`src/glob_wildcard_matcher_defines.svh`:
```
// ----------------------------------------------------------------------------
// glob_wildcard_matcher_defines.svh
// Assertion macros used by the gwm_scan sequencer.
// ----------------------------------------------------------------------------
`ifndef GLOB_WILDCARD_MATCHER_DEFINES_SVH
`define GLOB_WILDCARD_MATCHER_DEFINES_SVH

// same-cycle implication
`define GWM_ASSERT_NOW(label, ante, cons) \
  label: assert property (@(posedge clk) disable iff (rst) (ante) |-> (cons)) \
    else $error("assertion failed");

// next-cycle implication
`define GWM_ASSERT_NEXT(label, ante, cons) \
  label: assert property (@(posedge clk) disable iff (rst) (ante) |=> (cons)) \
    else $error("assertion failed");

`endif

```
`src/gwm_pkg.sv`:
```
// ----------------------------------------------------------------------------
// gwm_pkg
// Constants, opcodes and the cell control bundle of the glob matcher.
// ----------------------------------------------------------------------------
package gwm_pkg;

  localparam int PATTERN_WORDS = 256;
  localparam int IDX_W = $clog2(PATTERN_WORDS);

  localparam logic [31:0] OP_BASE     = 32'h8000_0000;
  localparam logic [31:0] OP_ANY      = OP_BASE + 32'd1;
  localparam logic [31:0] OP_STAR     = OP_BASE + 32'd2;
  localparam logic [31:0] OP_ALT      = OP_BASE + 32'd3;
  localparam logic [31:0] OP_JMP      = OP_BASE + 32'd4;
  localparam logic [31:0] OP_ANYOF    = OP_BASE + 32'd5;
  localparam logic [31:0] OP_ANYRANGE = OP_BASE + 32'd6;
  localparam logic [31:0] OP_EXIT     = OP_BASE + 32'd7;

  localparam logic [1:0] ACT_LOAD = 2'd0;
  localparam logic [1:0] ACT_CHAR = 2'd1;
  localparam logic [1:0] ACT_END  = 2'd2;

  typedef struct packed {
    logic             advance;
    logic             load;
    logic             seed;
    logic             cur0_v;
    logic [IDX_W-1:0] cur0_d;
    logic             cur1_v;
    logic [IDX_W-1:0] cur1_d;
    logic             nxt_v;
    logic [IDX_W-1:0] nxt_d;
  } cell_ctl_t;

endpackage

```
`src/gwm_cell.sv`:
```
// ----------------------------------------------------------------------------
// gwm_cell
// One position of the active set: current and next bits, shifted toward the
// head on every scan step.
// ----------------------------------------------------------------------------
module gwm_cell import gwm_pkg::*; (
  input  logic             clk,
  input  logic             rst,
  input  cell_ctl_t        ctl,
  input  logic [IDX_W-1:0] src_idx,
  input  logic             seed_here,
  input  logic             cur_in,
  input  logic             nxt_in,
  output logic             cur,
  output logic             nxt
);

  logic cur_hit;
  logic nxt_hit;

  assign cur_hit = (ctl.cur0_v && ctl.cur0_d == src_idx) ||
                   (ctl.cur1_v && ctl.cur1_d == src_idx);
  assign nxt_hit = ctl.nxt_v && ctl.nxt_d == src_idx;

  always_ff @(posedge clk) begin
    if (rst) begin
      cur <= seed_here;
      nxt <= 1'b0;
    end else if (ctl.load) begin
      cur <= ctl.seed ? seed_here : nxt;
      nxt <= 1'b0;
    end else if (ctl.advance) begin
      cur <= cur_in | cur_hit;
      nxt <= nxt_in | nxt_hit;
    end
  end

endmodule

```
`config.mk`:
```
export PLATFORM = sky130hd
export DESIGN_NAME = gwm_cell
export DESIGN_NICKNAME = d
export VERILOG_FILES = /design/src/glob_wildcard_matcher_defines.svh /design/src/gwm_pkg.sv /design/src/gwm_cell.sv
export SDC_FILE = /design/constraint.sdc
export NUM_CORES = 1
export LEC_CHECK = 0
export BUFFER_PORTS_ARGS = -buffer_cell sky130_fd_sc_hd__buf_2
export CORE_AREA = 2 2 39 41
export DETAILED_ROUTE_END_ITERATION = 8
export DIE_AREA = 0 0 41 43
export GPL_TIMING_DRIVEN = 0
export MAX_ROUTING_LAYER = met4
export PLACE_DENSITY = 0.73
export SYNTH_ARGS = -nofsm -noshare
export SYNTH_HDL_FRONTEND = slang
export SYNTH_SLANG_ARGS = --single-unit
```
`constraint.sdc`:
```
create_clock -name clk -period 2.85 [get_ports clk]
set_clock_uncertainty 0.15 [all_clocks]
set_input_delay 0.57 -clock clk [delete_from_list [all_inputs] [get_ports clk]]
set_output_delay 0.57 -clock clk [all_outputs]
set_load 0.01 [all_outputs]
```
Yosys cells after proc, flatten, opt, wreduce, memory -nomap -nowiden
Cells that the tools add are included.

Output and inout port bits: 2. Register bits after elaboration: 2.

Equal/unequal tests: 3. Bitwise logic cells: 2. Multiplexer cells: 4. Reduce and logical (&&, ||, !) cells: 6.

Operators with widths (number): $eq A8 B8 Y1 (3); $mux W1 (4); $logic_and A1 B1 Y1 (3); $reduce_bool A3 Y1 (1); $or A1 B1 Y1 (2); $reduce_or A2 Y1 (1); $logic_or A1 B1 Y1 (1).

Longest topological paths before layout
Gate-level depths: netlist of the first run.

Depth after elaboration: 7. Gate-level depth with buffers: 4.

Worst setup path after synthesis of the first run
Ideal clock, no wire load.

Path type: input-to-reg. Start: input src_idx[6]. End: register cur, data pin. Arrival time: 1.216 ns. Path slack: 1.332 ns. Data required time: 2.548 ns. Cell stages on the path: 4. Path buffers: 0. Cell sequence: xor2_1 -> nor4_1 -> nand4_1 -> a31oi_1.

Word-level cells in the longest chain between the ends: 7. Elaborated cells between the ends (all ways): 9. Those cells by class: 2 x eq/ne; 3 x mux; 1 x bitwise; 3 x reduce/logical.

RTL lines: from (decl) (RTL line gwm_cell.sv:10) `input logic [IDX_W-1:0] src_idx,`; $eq A8 B8 Y1 (on tied branches) (RTL line gwm_cell.sv:21, gwm_cell.sv:22); $logic_and A1 B1 Y1 (on tied branches) (RTL line gwm_cell.sv:21, gwm_cell.sv:22); $logic_or A1 B1 Y1 (*) (RTL line gwm_cell.sv:21) `assign cur_hit = (ctl.cur0_v && ctl.cur0_d == src_idx) ||`; $or A1 B1 Y1 (*) (RTL line gwm_cell.sv:33) `cur <= cur_in | cur_hit;`; $mux W1 (*) (RTL line gwm_cell.sv:32) `end else if (ctl.advance) begin`; $mux W1 (*) (RTL line gwm_cell.sv:29) `end else if (ctl.load) begin`; $mux W1 (*) (RTL line gwm_cell.sv:26) `if (rst) begin`; to (signal assigned) (RTL line gwm_cell.sv:27) `cur <= seed_here;`; to (signal assigned) (RTL line gwm_cell.sv:30) `cur <= ctl.seed ? seed_here : nxt;`; to (signal assigned) (RTL line gwm_cell.sv:33); to (decl) (RTL line gwm_cell.sv:14) `output logic cur,`.

Mark *: on every way between the ends. The rest lies on a longest branch, timed or not. The select of a mux whose other input is x is not followed. A chain may end at the register's enable or synchronous reset.

Final worst setup path of the first run
Start: input src_idx[4]. End: register cur, data pin.

The elaborated chain is that of the path after synthesis.

==> impl_results.md, run 1 <==
* Status: complete, no violations
* CTS Sinks at 2
* Htree depth at 1
* Comb power frac at 0.411
* Via count at 500
* Die Wd at 41 µm
* Max Cap Viol at 0
* Count of cell types in the netlist at 13
* Sequential power share at 0.186
* Clock buffer count from CTS at 3
* Fin crit period at around 1500 ps
* Hold crit path type: in2reg
* Layout area overhead at 71.2%
* Routed Antenna Nets at 0
* Hold Fails Final Rpt at 0
* Wire length per cell at 9.67 µm
* Slowest cell on crit path: nor4_1
* Top delay family on crit path: simple AND/OR/NAND/NOR gates
* Setup violations, final at 0
* Crit start category: input port
* Critical R2R Capture: cur$_DFFE_PP_
* Top cells by area, synth: xor2_1, edfxtp_1, xnor2_1
* Gr ovfl total at 0
* Sw Pwr at 54.6 µW
* Port bufs at 44
* Final TNS setup at 0 ps
* Drt drc at 0
* Maximum VDD drop at 0.0000877 V
* Crit path cell chain: buf_2 > xor2_1 > nor4_1 > nand4_1 > a31oi_1
* Ports at 45
* Reg-to-Reg Start: nxt$_SDFFE_PP0P_
* Leakage power at 0.333 nW
* CTS tree: built
* TritonRoute pass-1 iters at 3
* PostCTS Resize Cnt at 0
* Netlist area before placement at 374 µm²
* CP peak stage delay at 310 ps
* Worst slew pin tran at 271 ps
* Starting Density at 0.270
* # nets final at ~140
* Sw frac at 0.302
* Worst-Skew Late Latency at between 200 and 250 ps
* First-pass GRT wire length at 1680 µm
* Die area at 0.00176 mm²
* Filler cells at 152
* CTS Hold Bufs at 0
* Total track usage at 0.142
* Crit path capture: cur$_DFFE_PP_
* Slew HR at 0.818
* Seq/Total Area, Yosys at 0.134
* Final HPWL DP at 945 µm
* Worst R2R Setup Slack at ~1800 ps
* Max frequency at 656 MHz
* Ys Warns at 0
* Crit Path Class: in2reg
* Worst path bufs/invs at 1
* Vias in the first global route at 481
* Avg Vias per Cell at 4.50
* Post-CTS Setup Inserts at 0
* Critical path depth at 5
* Post-Synthesis Cells at 47
* Post-synth top area share at 0.492
* Worst Path Max Fanout at 3
* PD cells at 282 mW/mm²
* Initial antenna violation count at 0
* Initial DRC count at 9
* Post-synthesis register bit count at 2
* Layout cells sized above 1 at 0.495
* Syn_nets at 90
* Reg clk slew, reported paths at ~40 ps
* Clock Power Share at 0.404
* Critical Path RT at approximately 2800 ps
* CP Launch Point: src_idx[4]
* Crit share post-route at 0.535
* Routed wire length at 1070 µm
* Row count at 14
* Crit end category: flip-flop
* Unrepaired setup endpoints after global routing: false
* Ant. Diodes at 0
* Pre-CTS setup slack at 1070 ps
* Area leader, netlist: xor2_1
* Crit path DAT at 1460 ps
* Worst setup margin at about 1300 ps
* Cell-internal power at approximately 130 µW
* Worst Reg-to-Reg Cells at 4
* Final Max Slew Viols at 0
* Post-Synthesis Mean Instance Area at 7.96 µm²
* Pin count of the biggest net entering global routing at 6
* Core box area at 0.00138 mm²
* Maximum clock path buffer count at 2
* CTS root buffer: clkbuf_4
* Die Ht at around 43 µm
* GPL Wtd Cong at 0.744
cell type report:
| class | instances | area (µm²) | share of cell area |
|---|---|---|---|
| multi-input cells | 43 | 317 | 0.494 |
| repair buffers | 44 | 220 | 0.344 |
| flip-flops and latches | 2 | 50.0 | 0.0781 |
| clock buffers | 4 | 26.3 | 0.0410 |
| well taps | 16 | 20.0 | 0.0313 |
| inverters | 2 | 7.51 | 0.0117 |
routing by layer:
layer,part of all wire,global-route usage,vias up
met1,0.34,0.142,212
met5,0,-,-
li1,-,-,261
met3,0.10,0.0209,2
met2,0.54,0.244,25
met4,0.016,0.0800,0
power groups by stage:
stage / combinational (mW) / sequential, mW / clock [mW]
CTS: 0.0755 / 0.0336 / 0.0757
global route: 0.0836 / 0.0340 / 0.0789
floorplan: 0.0298 / 0.0352 / 0
detailed placement: 0.0751 / 0.0340 / 0
global placement: 0.0741 / 0.0339 / 0
finish: 0.0743 / 0.0336 / 0.0730
per-stage QoR:
stage / hold slack (ps) / power, mW / util / cells / cell area, µm²
2_1_floorplan: 417 / 0.0650 / - / 47 / 374
3_3_place_gp: 404 / 0.108 / 0.444 / 107 / 614
3_5_place_dp: 417 / 0.109 / 0.444 / 107 / 614
4_1_cts: 399 / 0.185 / 0.463 / 111 / 641
5_1_grt: 409 / 0.197 / 0.463 / 111 / 641
6_report: 402 / 0.181 / 0.463 / 111 / 641
flip-flops by register name, summed over array words and instances (netlist names):
name / flops
cur: 1
nxt: 1
cells in the final DEF, fill, tap and decap left out, drive strengths merged:
master | synthesis | final
nor3 | 5 | 5
or3 | 1 | 1
o21ai | 3 | 3
xnor2 | 3 | 3
a31oi | 2 | 2
dfxtp | 1 | 1
edfxtp | 1 | 1
xor2 | 21 | 21
nor2b | 1 | 1
inv | 2 | 2
nor2 | 1 | 1
nor4 | 3 | 3
buf | 0 | 44
nand4 | 3 | 3
clkbuf | 0 | 4
cells by family (layout without fill, tap and decap cells):
logic type,count (synthesis),in the layout,share of synthesized area
and+or+nand+nor,14,14,0.211
DFF,2,2,0.134
xor gates and xnor gates,24,24,0.562
AOI/OAI and AO/OA,5,5,0.0736
buffers and inverters,2,50,0.0201
cell usage after synthesis:
master and n:
or3_1 1, edfxtp_1 1, xnor2_1 3, nor2b_1 1
nor3_1 5, dfxtp_1 1, nor2_1 1, o21ai_0 3
a31oi_1 2, xor2_1 21, nor4_1 3, inv_1 2
nand4_1 3
how the worst min path moves through the flow:
stage                      from                to  slack [ps]  depth (start not counted)
2_1_floorplan  nxt$_SDFFE_PP0P_  nxt$_SDFFE_PP0P_         420                          2
3_3_place_gp   nxt$_SDFFE_PP0P_  nxt$_SDFFE_PP0P_         400                          2
3_5_place_dp   nxt$_SDFFE_PP0P_  nxt$_SDFFE_PP0P_         420                          2
4_1_cts                 ctl[29]  nxt$_SDFFE_PP0P_         400                          2
5_1_grt                 ctl[29]  nxt$_SDFFE_PP0P_         410                          2
6_report                ctl[29]  nxt$_SDFFE_PP0P_         400                          2
(Power assumes the default switching activity.)
==> inputs of run 2 (changes only) <==
Settings changed: CORE_AREA 2 2 39 41 to default, CORE_MARGIN from default to 1.5, CORE_UTILIZATION from default to 28, DIE_AREA 0 0 41 43 to default, PLACE_DENSITY 0.73 to 0.76.
Clock period 2.85 ns to 1.25 ns, I/O delays scaled along.
==> impl_results.md, run 2 (synthesis results as in run 1) <==
* Crit path DAT at 1110 ps (was 1460 ps)
* Reg clk slew, reported paths at 30 ps (was 40 ps)
* Worst-Skew Late Latency at 230 ps (about the same)
* Wire length per cell at 10.1 µm (was 9.67 µm)
* Worst path bufs/invs at 1 (unchanged)
* # nets final at 139 (unchanged)
* PostCTS Resize Cnt at 0 (unchanged)
* Crit path cell chain: buf_2 > xor2_1 > nor4_1 > nand4_1 > a31oi_1 (unchanged)
* Critical R2R Capture: cur$_DFFE_PP_ (unchanged)
* Pre-CTS setup slack at -220 ps (was 1070 ps)
* Die Wd at 39.6 µm (was 41 µm)
* Area used by multi-input combinational logic at 335 µm² (was 317 µm²)
* Max frequency at 848 MHz
* Worst Path Max Fanout at 3 (unchanged)
* Layout cells sized above 1 at 0.526 (was 0.495)
* Layout area overhead at 77.6% (was 71.2%)
* Worst setup margin at 70.7 ps (was 1330 ps)
* Top delay family on crit path: simple AND/OR/NAND/NOR gates (unchanged)
* CTS Hold Bufs at 0 (unchanged)
* Post-CTS Setup Inserts at 0 (unchanged)
* Maximum clock path buffer count at 2 (unchanged)
* Largest registers: cur x1, nxt x1 (unchanged)
* CTS tree: built (unchanged)
* Worst slew pin tran at 254 ps (was 271 ps)
* Setup violations, final at 0 (unchanged)
* Vias in the first global route at 504 (was 481)
* Register area at 50.0 µm² (unchanged)
* Slowest cell on crit path: nor4_1 (unchanged)
* Status: complete, no violations (unchanged)
* Row count at 12 (was 14)
* Ant. Diodes at 0 (unchanged)
* Crit end category: flip-flop (unchanged)
* Max Cap Viol at 0 (unchanged)
* Fin crit period at 1180 ps
* Hold crit path type: in2reg (unchanged)
* First-pass GRT wire length at 1730 µm (was 1680 µm)
* Hold path start: ctl[29] (unchanged)
* Via count at 513 (was 500)
* Pin count of the biggest net entering global routing at 6 (unchanged)
* Worst Reg-to-Reg Cells at 4 (unchanged)
* Depth of the worst hold-timing path at 2 (unchanged)
* GPL Wtd Cong at 0.661 (was 0.744)
* PD cells at 640 mW/mm² (was 282 mW/mm²)
* Critical Path RT at 1180 ps (was 2780 ps)
* Final Max Slew Viols at 0 (unchanged)
* Crit start category: input port (unchanged)
* Clock buffer count from CTS at 3 (unchanged)
* Hold Fails Final Rpt at 0 (unchanged)
* Maximum VDD drop at 0.000306 V (was 0.0000877 V)
* Filler cells at 122 (was 152)
* Total track usage at 0.175 (was 0.142)
* CTS root buffer: clkbuf_4 (unchanged)
* Hold Path End: nxt$_SDFFE_PP0P_ (unchanged)
* Commonest non-fill, non-tap cells in the layout: buf_2, xor2_1, nor3_1 (unchanged)
* TritonRoute pass-1 iters at 1 (was 3)
* Commonest non-fill, non-tap cell in the layout: buf_2 (unchanged)
* Port bufs at 44 (unchanged)
* Die Ht at 39.6 µm (was 43 µm)
* Leakage power at 0.339 nW (was 0.333 nW)
* Worst R2R Setup Slack at 150 ps (was 1750 ps)
* Starting Density at 0.319 (was 0.270)
* Avg Vias per Cell at 4.71 (was 4.50)
* Initial DRC count at 0 (was 9)
* Slew HR at 0.829 (was 0.818)
* Die area at 0.00156 mm² (was 0.00176 mm²)
* CTS Sinks at 2 (unchanged)
* Initial antenna violation count at 0 (unchanged)
* Crit Path Class: in2reg (unchanged)
* Drt drc at 0 (unchanged)
* Reg-to-Reg Start: nxt$_SDFFE_PP0P_ (unchanged)
* Htree depth at 1 (unchanged)
* Gr ovfl total at 0 (unchanged)
* Final TNS setup at 0 ps (unchanged)
* Ports at 45 (unchanged)
* Routed wire length at 1100 µm (was 1070 µm)
* CP peak stage delay at 270 ps (was 310 ps)
* Routed Antenna Nets at 0 (unchanged)
* Crit share post-route at 0.943
* Core box area at 0.00117 mm² (was 0.00138 mm²)
## run 2: cell types whose count changed in the layout (fill, tap and decap cells not counted)
cell / delta
buf_2: -3
buf_4: +3
nor3_1: -1
nor3_2: +1
nor4_1: -1
nor4_2: +1
xor2_1: -1
xor2_2: +1
## run 2: layout make-up
type | count | share of cell area
Timing Repair Buffer | 44 | 0.343
Clock buffer | 4 | 0.0395
Multi-Input combinational cell | 43 | 0.505
Sequential cell | 2 | 0.0753
Inverter | 2 | 0.0113
Tap cell | 14 | 0.0264
## run 2: worst max-delay path by stage
| stage | slack (ps) | from | depth (start not counted) | to |
|---|---|---|---|---|
| global placement | -190 | src_idx[4] | 5 | cur$_DFFE_PP_ |
| detailed placement | -220 | src_idx[4] | 5 | cur$_DFFE_PP_ |
| floorplan | 50 | src_idx[6] | 4 | cur$_DFFE_PP_ |
| global route | -0.3 | ctl[16] | 5 | cur$_DFFE_PP_ |
| CTS | 20 | src_idx[4] | 5 | cur$_DFFE_PP_ |
| finish | 70 | src_idx[2] | 5 | cur$_DFFE_PP_ |
## run 2: through the flow
stage / util / area, µm² / std cells / hold slack [ps] / power (mW)
final: 0.567 / 664 / 109 / 72.2 / 0.425
after global routing: 0.567 / 664 / 109 / 72.4 / 0.460
after CTS: 0.545 / 638 / 109 / 68.8 / 0.422
after detailed placement: 0.522 / 612 / 105 / 313 / 0.249
after global placement: 0.522 / 612 / 105 / 313 / 0.245
after floorplan: - / 374 / 47 / 200 / 0.148
## run 2: layer usage
layer  routed length [µm]  GRT usage  up-vias  share of wire
met1                  385      0.168      215           0.35
met2                  586      0.295       35           0.53
met4                   33      0.155        0          0.030
li1                     -          -      259              -
met3                   98     0.0341        4          0.089
met5                    0          -        -              0
## run 2: worst register-to-register path: cells and delay by family (launching register included)
kind            cells  cell delay [ps]
simple gates        1              160
flops               1              320
compound gates      3              210
## run 2: report_power, final
part | total [mW] | switching, mW | internal (mW)
sequential | 0.0769 | 0.00196 | 0.0750
combinational | 0.179 | 0.0803 | 0.0987
clock | 0.170 | 0.0500 | 0.120
total | 0.425 | 0.132 | 0.293
